--- src/hw/rtl/xbm_pkg.sv ---
// Shared types, constants and helper functions for the centred XBM blit unit.
// No dependencies; imported by every module of the block.

package xbm_pkg;

    // Default screen geometry and framebuffer row pitch
    localparam int XBM_SCREEN_WIDTH  = 178;
    localparam int XBM_SCREEN_HEIGHT = 128;
    localparam int XBM_ROW_STRIDE    = 60;

    // Register reset values
    localparam logic [7:0] XBM_WIDTH_RESET  = 8'd178;
    localparam logic [7:0] XBM_HEIGHT_RESET = 8'd128;

    // Register indexes (paddr bit 2)
    localparam logic XBM_REG_WIDTH  = 1'b0;
    localparam logic XBM_REG_HEIGHT = 1'b1;

    // Depth of the queue between front and back (power of two)
    localparam int XBM_QUEUE_DEPTH = 2;

    // Bit pair set for one lit pixel
    localparam logic [7:0] XBM_PAIR = 8'b00000011;

    // Reciprocal of three, exact for values below 2048
    localparam logic [19:0] XBM_RECIP3 = 20'd683;
    localparam int          XBM_RECIP3_SHIFT = 11;

    // Configuration as used by the datapath, derived from the two registers
    typedef struct packed {
        logic [7:0]  width;       // clamped width
        logic [7:0]  height;      // clamped height
        logic [5:0]  stride;      // source bytes per row
        logic [8:0]  startx_div;  // startx / 3
        logic [1:0]  startx_mod;  // startx % 3
        logic [12:0] row_base0;   // starty * row stride
    } xbm_cfg_t;

    // One classified source byte, passed from front to back
    typedef struct packed {
        logic [11:0] slots;     // valid pixels placed at their pixel slot
        logic [1:0]  last_idx;  // index of the final framebuffer byte touched
        logic [12:0] addr0;     // address of the first framebuffer byte
        logic        done;      // last byte of the image
    } xbm_entry_t;

    // Clamp the registers and work out the centring offsets
    function automatic xbm_cfg_t xbm_derive(input logic [7:0] w_raw,
                                            input logic [7:0] h_raw,
                                            input int sw, input int sh, input int rs);
        logic [10:0] w;
        logic [10:0] h;
        logic [10:0] dx_span;
        logic [10:0] dy_span;
        logic [9:0]  sx;
        logic [9:0]  sy;
        logic [19:0] prod;
        logic [8:0]  q;
        logic [9:0]  r3;
        logic [22:0] rb;
        xbm_cfg_t    c;
        w = (w_raw == 8'd0) ? 11'd1 : {3'b000, w_raw};
        if (w > 11'(sw))
        begin
            w = 11'(sw);
        end
        h = (h_raw == 8'd0) ? 11'd1 : {3'b000, h_raw};
        if (h > 11'(sh))
        begin
            h = 11'(sh);
        end
        dx_span = 11'(sw) - w;
        sx      = dx_span[10:1];
        prod    = 20'(sx) * XBM_RECIP3;
        q       = prod[XBM_RECIP3_SHIFT +: 9];
        r3      = sx - ({1'b0, q} + {q, 1'b0});
        dy_span = 11'(sh) - h;
        sy      = dy_span[10:1];
        rb      = 23'(sy) * 23'(rs);
        c.width      = w[7:0];
        c.height     = h[7:0];
        c.stride     = 6'((w + 11'd7) >> 3);
        c.startx_div = q;
        c.startx_mod = r3[1:0];
        c.row_base0  = rb[12:0];
        return c;
    endfunction

    // Index of the last framebuffer byte for a span of pixel slots (0..9)
    function automatic logic [1:0] xbm_last_idx(input logic [3:0] span);
        logic [1:0] idx;
        case (span) inside
            [4'd0:4'd2]: idx = 2'd0;
            [4'd3:4'd5]: idx = 2'd1;
            [4'd6:4'd8]: idx = 2'd2;
            default:     idx = 2'd3;
        endcase
        return idx;
    endfunction

endpackage

--- src/hw/rtl/xbm_queue.sv ---
// Short queue of classified source bytes between the front and the back.
// Depends on xbm_pkg for the entry type and depth.

module xbm_queue
    import xbm_pkg::*;
(
    input  logic       clk,
    input  logic       rst_n,
    input  logic       wr,
    input  xbm_entry_t wdata,
    output logic       full,
    input  logic       rd,
    output xbm_entry_t rdata,
    output logic       rvalid
);

    localparam int PW = (XBM_QUEUE_DEPTH > 1) ? $clog2(XBM_QUEUE_DEPTH) : 1;
    localparam int CW = $clog2(XBM_QUEUE_DEPTH + 1);

    xbm_entry_t          store_reg [XBM_QUEUE_DEPTH];
    logic [PW-1:0]       wr_ptr_reg, wr_ptr_next;
    logic [PW-1:0]       rd_ptr_reg, rd_ptr_next;
    logic [CW-1:0]       count_reg, count_next;
    logic                do_wr, do_rd;

    assign full   = (count_reg == CW'(XBM_QUEUE_DEPTH));
    assign rvalid = (count_reg != '0);
    assign rdata  = store_reg[rd_ptr_reg];
    assign do_wr  = wr && !full;
    assign do_rd  = rd && rvalid;

    // Pointer and fill count update
    always_comb
    begin
        wr_ptr_next = do_wr ? PW'(wr_ptr_reg + 1'b1) : wr_ptr_reg;
        rd_ptr_next = do_rd ? PW'(rd_ptr_reg + 1'b1) : rd_ptr_reg;
        count_next  = count_reg;
        if (do_wr && !do_rd)
        begin
            count_next = CW'(count_reg + 1'b1);
        end
        else if (do_rd && !do_wr)
        begin
            count_next = CW'(count_reg - 1'b1);
        end
    end

    always_ff @(posedge clk or negedge rst_n)
    begin
        if (!rst_n)
        begin
            wr_ptr_reg <= '0;
            rd_ptr_reg <= '0;
            count_reg  <= '0;
        end
        else
        begin
            wr_ptr_reg <= wr_ptr_next;
            rd_ptr_reg <= rd_ptr_next;
            count_reg  <= count_next;
        end
    end

    // Entry storage, no reset
    always_ff @(posedge clk)
    begin
        if (do_wr)
        begin
            store_reg[wr_ptr_reg] <= wdata;
        end
    end

    // Fill count never passes the depth
    a_count_bound: assert property (@(posedge clk) disable iff (!rst_n)
        count_reg <= CW'(XBM_QUEUE_DEPTH))
        else $error("queue count beyond depth");

    // A lone write raises the count by one
    a_count_up: assert property (@(posedge clk) disable iff (!rst_n)
        (do_wr && !do_rd) |=> (count_reg == CW'($past(count_reg) + 1'b1)))
        else $error("queue count not raised on write");

endmodule

--- src/hw/rtl/xbm_front.sv ---
// Front part: accepts source bytes, tracks the image position and classifies
// each byte into a queue entry. Depends on xbm_pkg.

module xbm_front
    import xbm_pkg::*;
#(
    parameter int SCREEN_WIDTH  = XBM_SCREEN_WIDTH,
    parameter int SCREEN_HEIGHT = XBM_SCREEN_HEIGHT,
    parameter int ROW_STRIDE    = XBM_ROW_STRIDE
)
(
    input  logic       clk,
    input  logic       rst_n,
    input  logic       push,
    input  logic [7:0] src_byte,
    input  xbm_cfg_t   cfg,
    input  logic       restart,
    input  xbm_cfg_t   cfg_load,
    input  logic       q_full,
    output logic       q_wr,
    output xbm_entry_t q_data
);

    localparam xbm_cfg_t CFG_RESET = xbm_derive(XBM_WIDTH_RESET, XBM_HEIGHT_RESET,
                                                SCREEN_WIDTH, SCREEN_HEIGHT, ROW_STRIDE);

    logic [6:0]  row_reg, row_next;
    logic [4:0]  col_reg, col_next;
    logic [7:0]  rem_reg, rem_next;        // pixels left in the row
    logic [8:0]  fb_reg, fb_next;          // framebuffer byte of first pixel
    logic [1:0]  pos_reg, pos_next;        // pixel slot of first pixel
    logic [12:0] rowbase_reg, rowbase_next;

    logic [3:0]  n_pix;
    logic [7:0]  masked;
    logic [3:0]  span;
    logic        col_last, row_last, row_wrap;
    logic [2:0]  pos_adv;

    assign q_wr = push && !q_full;

    // Classify the current byte
    always_comb
    begin
        n_pix = (rem_reg > 8'd8) ? 4'd8 : rem_reg[3:0];
        for (int i = 0; i < 8; i++)
        begin
            masked[i] = src_byte[i] && (4'(i) < n_pix);
        end
        span     = 4'({2'b00, pos_reg} + n_pix - 4'd1);
        col_last = (({1'b0, col_reg} + 6'd1) == cfg.stride);
        row_last = (({1'b0, row_reg} + 8'd1) == cfg.height);
        row_wrap = row_last || (row_reg == 7'h7F);

        q_data.slots    = 12'(masked) << pos_reg;
        q_data.last_idx = xbm_last_idx(span);
        q_data.addr0    = rowbase_reg + 13'(fb_reg);
        q_data.done     = row_last && col_last;
    end

    // Position counters
    always_comb
    begin
        row_next     = row_reg;
        col_next     = col_reg;
        rem_next     = rem_reg;
        fb_next      = fb_reg;
        pos_next     = pos_reg;
        rowbase_next = rowbase_reg;
        pos_adv      = {1'b0, pos_reg} + 3'd2;
        if (restart)
        begin
            row_next     = '0;
            col_next     = '0;
            rem_next     = cfg_load.width;
            fb_next      = cfg_load.startx_div;
            pos_next     = cfg_load.startx_mod;
            rowbase_next = cfg_load.row_base0;
        end
        else if (q_wr)
        begin
            if (col_last)
            begin
                col_next = '0;
                rem_next = cfg.width;
                fb_next  = cfg.startx_div;
                pos_next = cfg.startx_mod;
                if (row_wrap)
                begin
                    row_next     = '0;
                    rowbase_next = cfg.row_base0;
                end
                else
                begin
                    row_next     = 7'(row_reg + 1'b1);
                    rowbase_next = rowbase_reg + 13'(ROW_STRIDE);
                end
            end
            else
            begin
                col_next = 5'(col_reg + 1'b1);
                rem_next = rem_reg - 8'd8;
                // eight pixels = two whole bytes plus two slots
                if (pos_adv >= 3'd3)
                begin
                    pos_next = 2'(pos_adv - 3'd3);
                    fb_next  = fb_reg + 9'd3;
                end
                else
                begin
                    pos_next = pos_adv[1:0];
                    fb_next  = fb_reg + 9'd2;
                end
            end
        end
    end

    always_ff @(posedge clk or negedge rst_n)
    begin
        if (!rst_n)
        begin
            row_reg     <= '0;
            col_reg     <= '0;
            rem_reg     <= CFG_RESET.width;
            fb_reg      <= CFG_RESET.startx_div;
            pos_reg     <= CFG_RESET.startx_mod;
            rowbase_reg <= CFG_RESET.row_base0;
        end
        else
        begin
            row_reg     <= row_next;
            col_reg     <= col_next;
            rem_reg     <= rem_next;
            fb_reg      <= fb_next;
            pos_reg     <= pos_next;
            rowbase_reg <= rowbase_next;
        end
    end

    // The image's last byte brings both counters back to the start
    a_image_wrap: assert property (@(posedge clk) disable iff (!rst_n)
        (q_wr && q_data.done) |=> ((row_reg == '0) && (col_reg == '0)))
        else $error("counters did not wrap after last byte");

endmodule

--- src/hw/rtl/xbm_back.sv ---
// Back part: each queued byte gives one to four framebuffer requests, one
// per cycle while popped or idle, held in an output register. Uses xbm_pkg.

module xbm_back
    import xbm_pkg::*;
(
    input  logic        clk,
    input  logic        rst_n,
    input  xbm_entry_t  head,
    input  logic        head_valid,
    output logic        head_take,
    input  logic        pop,
    output logic        empty,
    output logic [12:0] fb_address,
    output logic [7:0]  or_mask,
    output logic        last,
    output logic        image_done
);

    logic [1:0]  j_reg, j_next;
    logic        out_valid_reg, out_valid_next;
    logic [12:0] addr_reg;
    logic [7:0]  mask_reg;
    logic        last_reg, done_reg;

    logic        load;
    logic [2:0]  trip;
    logic [7:0]  mask_cur;
    logic        is_last;

    assign empty      = !out_valid_reg;
    assign fb_address = addr_reg;
    assign or_mask    = mask_reg;
    assign last       = last_reg;
    assign image_done = done_reg;

    // Pick the three pixel slots of the current framebuffer byte
    always_comb
    begin
        case (j_reg)
            2'd0:    trip = head.slots[2:0];
            2'd1:    trip = head.slots[5:3];
            2'd2:    trip = head.slots[8:6];
            default: trip = head.slots[11:9];
        endcase
        mask_cur = (trip[0] ? (XBM_PAIR << 6) : 8'h00)
                 | (trip[1] ? (XBM_PAIR << 3) : 8'h00)
                 | (trip[2] ? XBM_PAIR : 8'h00);
        is_last   = (j_reg == head.last_idx);
        load      = head_valid && (!out_valid_reg || pop);
        head_take = load && is_last;
    end

    // Sequencer and output valid
    always_comb
    begin
        j_next         = j_reg;
        out_valid_next = out_valid_reg;
        if (load)
        begin
            out_valid_next = 1'b1;
            j_next         = is_last ? 2'd0 : 2'(j_reg + 1'b1);
        end
        else if (pop)
        begin
            out_valid_next = 1'b0;
        end
    end

    always_ff @(posedge clk or negedge rst_n)
    begin
        if (!rst_n)
        begin
            j_reg         <= '0;
            out_valid_reg <= 1'b0;
        end
        else
        begin
            j_reg         <= j_next;
            out_valid_reg <= out_valid_next;
        end
    end

    // Request payload, no reset
    always_ff @(posedge clk)
    begin
        if (load)
        begin
            addr_reg <= head.addr0 + 13'(j_reg);
            mask_reg <= mask_cur;
            last_reg <= is_last;
            done_reg <= head.done;
        end
    end

    // The step counter never runs past the entry's last byte
    a_step_bound: assert property (@(posedge clk) disable iff (!rst_n)
        head_valid |-> (j_reg <= head.last_idx))
        else $error("step counter beyond last byte");

    // The counter is back at zero whenever the queue has nothing
    a_step_idle: assert property (@(posedge clk) disable iff (!rst_n)
        !head_valid |-> (j_reg == 2'd0))
        else $error("step counter not at zero while queue empty");

endmodule

--- src/hw/rtl/xbm_centered_blit_three_per_byte_unit.sv ---
// Centred XBM blit, three pixels per framebuffer byte: config registers and top.
// Throughput: one to four requests per source byte, one request per cycle
// while the output is popped or empty, set by the back sequencer that steps
// through the framebuffer bytes touched.
// Reset: width 178, height 128, row and column zero, queue and output empty.
// Depends on xbm_pkg, xbm_front, xbm_queue and xbm_back.

module xbm_centered_blit_three_per_byte_unit
    import xbm_pkg::*;
#(
    parameter int SCREEN_WIDTH  = XBM_SCREEN_WIDTH,
    parameter int SCREEN_HEIGHT = XBM_SCREEN_HEIGHT,
    parameter int ROW_STRIDE    = XBM_ROW_STRIDE
)
(
    input  logic        clk,
    input  logic        rst_n,
    // configuration port
    input  logic        psel,
    input  logic        penable,
    input  logic        pwrite,
    input  logic [2:0]  paddr,
    input  logic [31:0] pwdata,
    output logic [31:0] prdata,
    output logic        pready,
    // source bytes
    input  logic        push,
    output logic        full,
    input  logic [7:0]  src_byte,
    // framebuffer requests
    output logic        empty,
    input  logic        pop,
    output logic [12:0] fb_address,
    output logic [7:0]  or_mask,
    output logic        last,
    output logic        image_done
);

    localparam xbm_cfg_t CFG_RESET = xbm_derive(XBM_WIDTH_RESET, XBM_HEIGHT_RESET,
                                                SCREEN_WIDTH, SCREEN_HEIGHT, ROW_STRIDE);

    logic [7:0] width_reg, width_next;
    logic [7:0] height_reg, height_next;
    xbm_cfg_t   cfg_reg, cfg_next;
    logic       cfg_wr;

    xbm_entry_t q_wdata, q_rdata;
    logic       q_wr, q_full, q_rd, q_rvalid;

    // Register writes
    assign pready = 1'b1;
    assign cfg_wr = psel && penable && pwrite && pready;

    always_comb
    begin
        width_next  = width_reg;
        height_next = height_reg;
        if (cfg_wr)
        begin
            case (paddr[2])
                XBM_REG_WIDTH:  width_next  = pwdata[7:0];
                XBM_REG_HEIGHT: height_next = pwdata[7:0];
                default:        width_next  = width_reg;
            endcase
        end
        cfg_next = xbm_derive(width_next, height_next,
                              SCREEN_WIDTH, SCREEN_HEIGHT, ROW_STRIDE);
    end

    always_ff @(posedge clk or negedge rst_n)
    begin
        if (!rst_n)
        begin
            width_reg  <= XBM_WIDTH_RESET;
            height_reg <= XBM_HEIGHT_RESET;
            cfg_reg    <= CFG_RESET;
        end
        else
        begin
            width_reg  <= width_next;
            height_reg <= height_next;
            cfg_reg    <= cfg_next;
        end
    end

    // Register reads
    always_comb
    begin
        case (paddr[2])
            XBM_REG_HEIGHT: prdata = {24'h000000, height_reg};
            default:        prdata = {24'h000000, width_reg};
        endcase
    end

    assign full = q_full;

    xbm_front #(
        .SCREEN_WIDTH  (SCREEN_WIDTH),
        .SCREEN_HEIGHT (SCREEN_HEIGHT),
        .ROW_STRIDE    (ROW_STRIDE)
    ) u_front (
        .clk      (clk),
        .rst_n    (rst_n),
        .push     (push),
        .src_byte (src_byte),
        .cfg      (cfg_reg),
        .restart  (cfg_wr),
        .cfg_load (cfg_next),
        .q_full   (q_full),
        .q_wr     (q_wr),
        .q_data   (q_wdata)
    );

    xbm_queue u_queue (
        .clk    (clk),
        .rst_n  (rst_n),
        .wr     (q_wr),
        .wdata  (q_wdata),
        .full   (q_full),
        .rd     (q_rd),
        .rdata  (q_rdata),
        .rvalid (q_rvalid)
    );

    xbm_back u_back (
        .clk        (clk),
        .rst_n      (rst_n),
        .head       (q_rdata),
        .head_valid (q_rvalid),
        .head_take  (q_rd),
        .pop        (pop),
        .empty      (empty),
        .fb_address (fb_address),
        .or_mask    (or_mask),
        .last       (last),
        .image_done (image_done)
    );

endmodule
--- config.mk ---
export PLATFORM = sky130hd
export DESIGN_NAME = xbm_centered_blit_three_per_byte_unit
export DESIGN_NICKNAME = d
export VERILOG_FILES = /design/src/hw/rtl/xbm_pkg.sv /design/src/hw/rtl/xbm_queue.sv /design/src/hw/rtl/xbm_front.sv /design/src/hw/rtl/xbm_back.sv /design/src/hw/rtl/xbm_centered_blit_three_per_byte_unit.sv
export SDC_FILE = /design/constraint.sdc
export NUM_CORES = 1
export LEC_CHECK = 0
export BUFFER_PORTS_ARGS = -buffer_cell sky130_fd_sc_hd__buf_2
export CAP_MARGIN = 20
export CORE_MARGIN = 2
export CORE_UTILIZATION = 35
export CTS_CLUSTER_SIZE = 8
export DETAILED_ROUTE_END_ITERATION = 10
export PLACE_DENSITY = 0.62
export SLEW_MARGIN = 10
export SYNTH_ARGS = -nofsm -noshare
export SYNTH_HDL_FRONTEND = slang
export SYNTH_HIERARCHICAL = 1
export SYNTH_SLANG_ARGS = --single-unit
--- constraint.sdc ---
create_clock -name clk -period 20.3 [get_ports clk]
set_clock_uncertainty 0.05 [all_clocks]
set_input_delay 1.015 -clock clk [delete_from_list [all_inputs] [get_ports clk]]
set_output_delay 1.015 -clock clk [all_outputs]
set_load 0.03 [all_outputs]
# Word level (Yosys, flattened, before mapping)
# Memory sizes are Yosys's and may differ from the RTL's.
# Index checks and enable logic that the tools add are counted.
# totals
regBits,134
ramBits,56
inputBits,50
elab_cells,160
n_memories,1
# op_classes
addsub,24
n_mul,2
order_cmp,18
n_eq_ne,7
shifts,1
n_mux,46
n_bitwise,2
reduce_logical,36
# mem_list
name,words,word_bits,read_ports,rd_clocked_by_memory_dff,write_ports,line,text
u_queue.store_reg,2,28,1,0,1,xbm_queue.sv:20,xbm_entry_t store_reg [XBM_QUEUE_DEPTH];
# ops
cell,n
2-to-1 mux 8 bit,13
2-to-1 mux 13 bit,4
2-to-1 mux 9 bit,4
2-to-1 mux 7 bit,4
logical AND 1 bit,21
"multiplier 10 x 10 -> 20 bit, second input constant",1
2-to-1 mux 2 bit,10
2-to-1 mux 5 bit,4
"adder 9 x 2 -> 9 bit, second input constant",2
"greater-than comparator 8 bit, second input constant",2
logical NOT 8 bit,2
"less-than comparator 3 x 4 -> 1 bit, first input constant",4
OR 8 bit,2
adder 13 x 2 -> 13 bit,1
"adder 13 x 6 -> 13 bit, second input constant",1
adder 13 x 9 -> 13 bit,1
<< shifter 8 x 2 -> 12 bit,1
"multiplier 10 x 4 -> 11 bit, second input constant",1
"subtractor 8 x 11 -> 11 bit, first input constant",1
nonzero test 2 bit,5
"adder 9 x 3 -> 9 bit, second input constant",1
case mux 3 bit (3 select lines),1
"subtractor 8 x 8 -> 9 bit, first input constant",1
"adder 7 x 1 -> 8 bit, second input constant",1
other kinds (35),48

# Logic depth before layout (Yosys ltp)
# logic_depth
ltp_word,12
ltp_mapped,32
ltp_nobuf,31

# Hierarchy
# The synthesis kept the hierarchy.
# modules_own_cells
mod,n_inst,cells_each,area_each_um2,seq_area_each_um2
xbm_centered_blit_three_per_byte_unit,1,481,5067.4,1519.0
xbm_front,1,515,4050.1,1106.1
xbm_queue,1,106,2265.9,1781.7
xbm_back,1,87,1139.8,615.6

# Worst setup path before layout
# Ideal clock, no wire load.
# synth_timing
path_kind,input to register
from,input pwdata[2]
to,register u_front.pos_reg[1]
t_arrival_ns,7.618
required_time_ns,20.120
slack_ns,12.503
path_stages,28
cell_sequence,or4b_2 -> nor3_1 -> o21ai_1 -> a21oi_1 -> inv_1 -> ha_1 -> or2_2 -> o21bai_1 -> xnor2_1 -> ha_1 -> inv_1 -> fa_1 -> inv_1 -> fa_1 -> inv_1 -> fa_1 -> fa_1 -> inv_1 -> ha_1 -> and4_1 -> a221oi_1 -> a31oi_1 -> ha_1 -> xor2_1 -> xnor2_1 -> xnor2_1 -> nand2_1 -> o21ai_0
# synth_rtl
element,line,text
start: declaration,xbm_centered_blit_three_per_byte_unit.sv:23,"input logic [31:0] pwdata,"
end signal: assignment,xbm_front.sv:126,pos_reg <= CFG_RESET.startx_mod;
end signal: assignment,xbm_front.sv:135,pos_reg <= pos_next;
end: declaration,xbm_front.sv:31,"logic [1:0] pos_reg, pos_next;"

==> impl_metrics.csv <==
group,metric,value,unit
final_layout,seq_area,5020,um2
worst_setup_path,start_kind,"primary input",
worst_setup_path,crit_fanout,17,
synth,synth_edf_count,74,
worst_setup_path,worstPathArrival,9.00,ns
worst_setup_path,cpMaxStageDelayCell,"a221oi_1",
synth,syn_area,12500,um2
routing,drt_iter0_markers,378,
placed_design,dp_cells,1678,
worst_setup_path,cp_num_buf_inv,6,
timing,setup_tns,0,ns
global_routing,grt_max_degree,69,
timing,min_period,8.69,ns
cts,clk_latency,0.44,ns
worst_setup_path,max_stage_delay,0.67,ns
routing,wl_per_cell,14.8,um
final_layout,drive_gt1_frac,0.147,
cts,post_cts_resized,0,
hold_path,holdPathStages,1,
worst_setup_path,crit_required,20.61,ns
outcome,status,"completed",
timing,hold_viol,0,
routing,first_pass_iters,5,
die,core-area,35400,um2
worst_setup_path,timing.rr.end,"u_front/pos_reg[1]",
timing,max-slew-margin-rel,0.319,
synth,synth_ff_type,"dfrtp_1",
timing,finalSetupViolCount,0,
worst_setup_path,reg2reg_from,"width_reg[1]",
routing,routed-via-count,8466,
timing,whs,0.445,ns
timing,worst_pin_slew,1.02,ns
synth,synth_cells,1189,
die,rows,69,
final_layout,fin_nets,1421,
placed_design,post-place-ws,11.11,ns
job,cap_violations,0,
cts,clk_pin_slew_worst_paths,0.07,ns
final_layout,multiInputGateArea,6790,um2
cts,clkSinkCount,185,
placed_design,place_congestion,0.823,
hold_path,hold_end,"u_queue/count_reg[1]",
cts,cts_buffers,17,
final_layout,largest_reg_flops,56,
die,die_w,193,um
synth,yosysSeqAreaShare,0.401,
worst_setup_path,regToRegSetupSlack,12.16,ns
placed_design,post-dp-hpwl,18800,um
final_layout,fin_cells,1710,
hold_path,hp-start,"u_queue/count_reg[1]",
cts,clockRootBuffer,"clkbuf_16",
die,start_util,0.354,
timing,fin_crit_sh,0.428,
cts,cts_max_path_buffers,2,
cts,postCtsSetupRepairBufs,0,
global_routing,grt_pass1_wl,42800,um
die,fp.dieH,193,um
placed_design,numPortBuffers,54,
worst_setup_path,worstSetupPathDepth,29,
global_routing,track_usage,0.144,
synth,ys_types,83,
worst_setup_path,crit_type,"in2reg",
global_routing,first_global_vias,8553,
routing,drtAntennaViolNets,0,
final_layout,area_growth,9.59,%
synth,syn_avg_cell_area,10.5,um2
routing,drc,0,
final_layout,antennaDiodeCount,0,
die,ios,108,
final_layout,nFillCells,3484,
routing,viasPerCell,4.95,
global_routing,antenna_found_initial,0,
hold_path,worstHoldPathType,"reg2reg",
global_routing,grt_overflow_total,0,
synth,ys_async_sr_fraction,0.600,
die,dieArea,37300,um2
timing,rsz0062_at_grt,"false",
synth,ys_ff_latch,185,
cts,hold_buffers,0,
cts,htree_levels,4,
worst_setup_path,path_common_cell,"inv_1",
timing,drv_slew,0,
worst_setup_path,cp_top_family,"adder cells",
worst_setup_path,r2r_cells,28,
timing,fin_ws,11.61,ns
worst_setup_path,critPathCaptureType,"register",
synth,ys_warn_count,6,
routing,wirelength,25400,um
cts,cts_tree,"built",
timing,max_freq,115,MHz
==> how the worst max path moves through the flow <==
stage                          from                 end
after floorplan           pwdata[2]  u_front/pos_reg[1]
after global placement     paddr[2]  u_front/pos_reg[1]
after detailed placement   paddr[2]  u_front/pos_reg[1]
after CTS                  paddr[2]  u_front/pos_reg[1]
after global routing       paddr[2]  u_front/pos_reg[1]
final                      paddr[2]  u_front/pos_reg[1]
==> routing by layer <==
| metal | routed length (um) | GRT usage | part of all wire | up-vias |
|---|---|---|---|---|
| met4 | 189 | 0.0321 | 0.0074 | 0 |
| met2 | 12000 | 0.243 | 0.47 | 154 |
| met3 | 998 | 0.0268 | 0.039 | 13 |
| met1 | 12200 | 0.192 | 0.48 | 4097 |
| li1 | - | - | - | 4202 |
| met5 | 0 | 0 | 0 | - |
==> layout by cell type, fill, tap and decap left out, types with 18 or more instances in the layout <==
cell type  synthesis  layout
a21oi_1           64      64
buf_2              9      53
clkbuf_16          0      18
conb_1             4      39
dfrtp_1           93      93
dfstp_2           18      18
edfxtp_1          74      74
fa_1              36      36
ha_1              99      99
inv_1            108     107
mux2_2            37      37
mux2i_1           39      39
nand2_1           85      85
nand3_1           26      26
nor2_1            63      62
nor3_1            25      25
o21ai_0           45      45
xnor2_1           52      52
xor2_1            32      32
==> synth_stat cells, types with 32 or more instances <==
| cell type | instances | area share |
|---|---|---|
| dfrtp_1 | 93 | 0.19 |
| xnor2_1 | 52 | 0.036 |
| fa_1 | 36 | 0.058 |
| nand2_1 | 85 | 0.025 |
| edfxtp_1 | 74 | 0.18 |
| mux2i_1 | 39 | 0.031 |
| xor2_1 | 32 | 0.022 |
| o21ai_0 | 45 | 0.018 |
| mux2_2 | 37 | 0.033 |
| a21oi_1 | 64 | 0.026 |
| inv_1 | 108 | 0.032 |
| nor2_1 | 63 | 0.019 |
| buf_4 | 36 | 0.022 |
| ha_1 | 99 | 0.099 |
==> layout make-up <==
class	count	area share
Multi-Input combinational cell	859	0.495
Clock buffer	21	0.0358
Clock inverter	11	0.00702
Inverter	112	0.0306
Timing Repair Buffer	61	0.0237
Tap cell	461	0.0420
Sequential cell	185	0.366
==> metrics by stage <==
step            util  cell area (um2)
6_report       0.388            13700
5_1_grt        0.388            13700
4_1_cts        0.388            13700
3_5_place_dp   0.371            13100
3_3_place_gp   0.371            13100
2_1_floorplan      -            12700
==> logic make-up after synthesis <==
group,synth area share
flops,0.401
simple gates,0.128
mux,0.0764
fa+ha+maj,0.156
xor+xnor,0.0587
buf+inv,0.0677
other cells,0.00120
compound gates,0.110
Power is not shown: default switching activity piles up to over one toggle a cycle in this logic, so the estimate is an artifact.
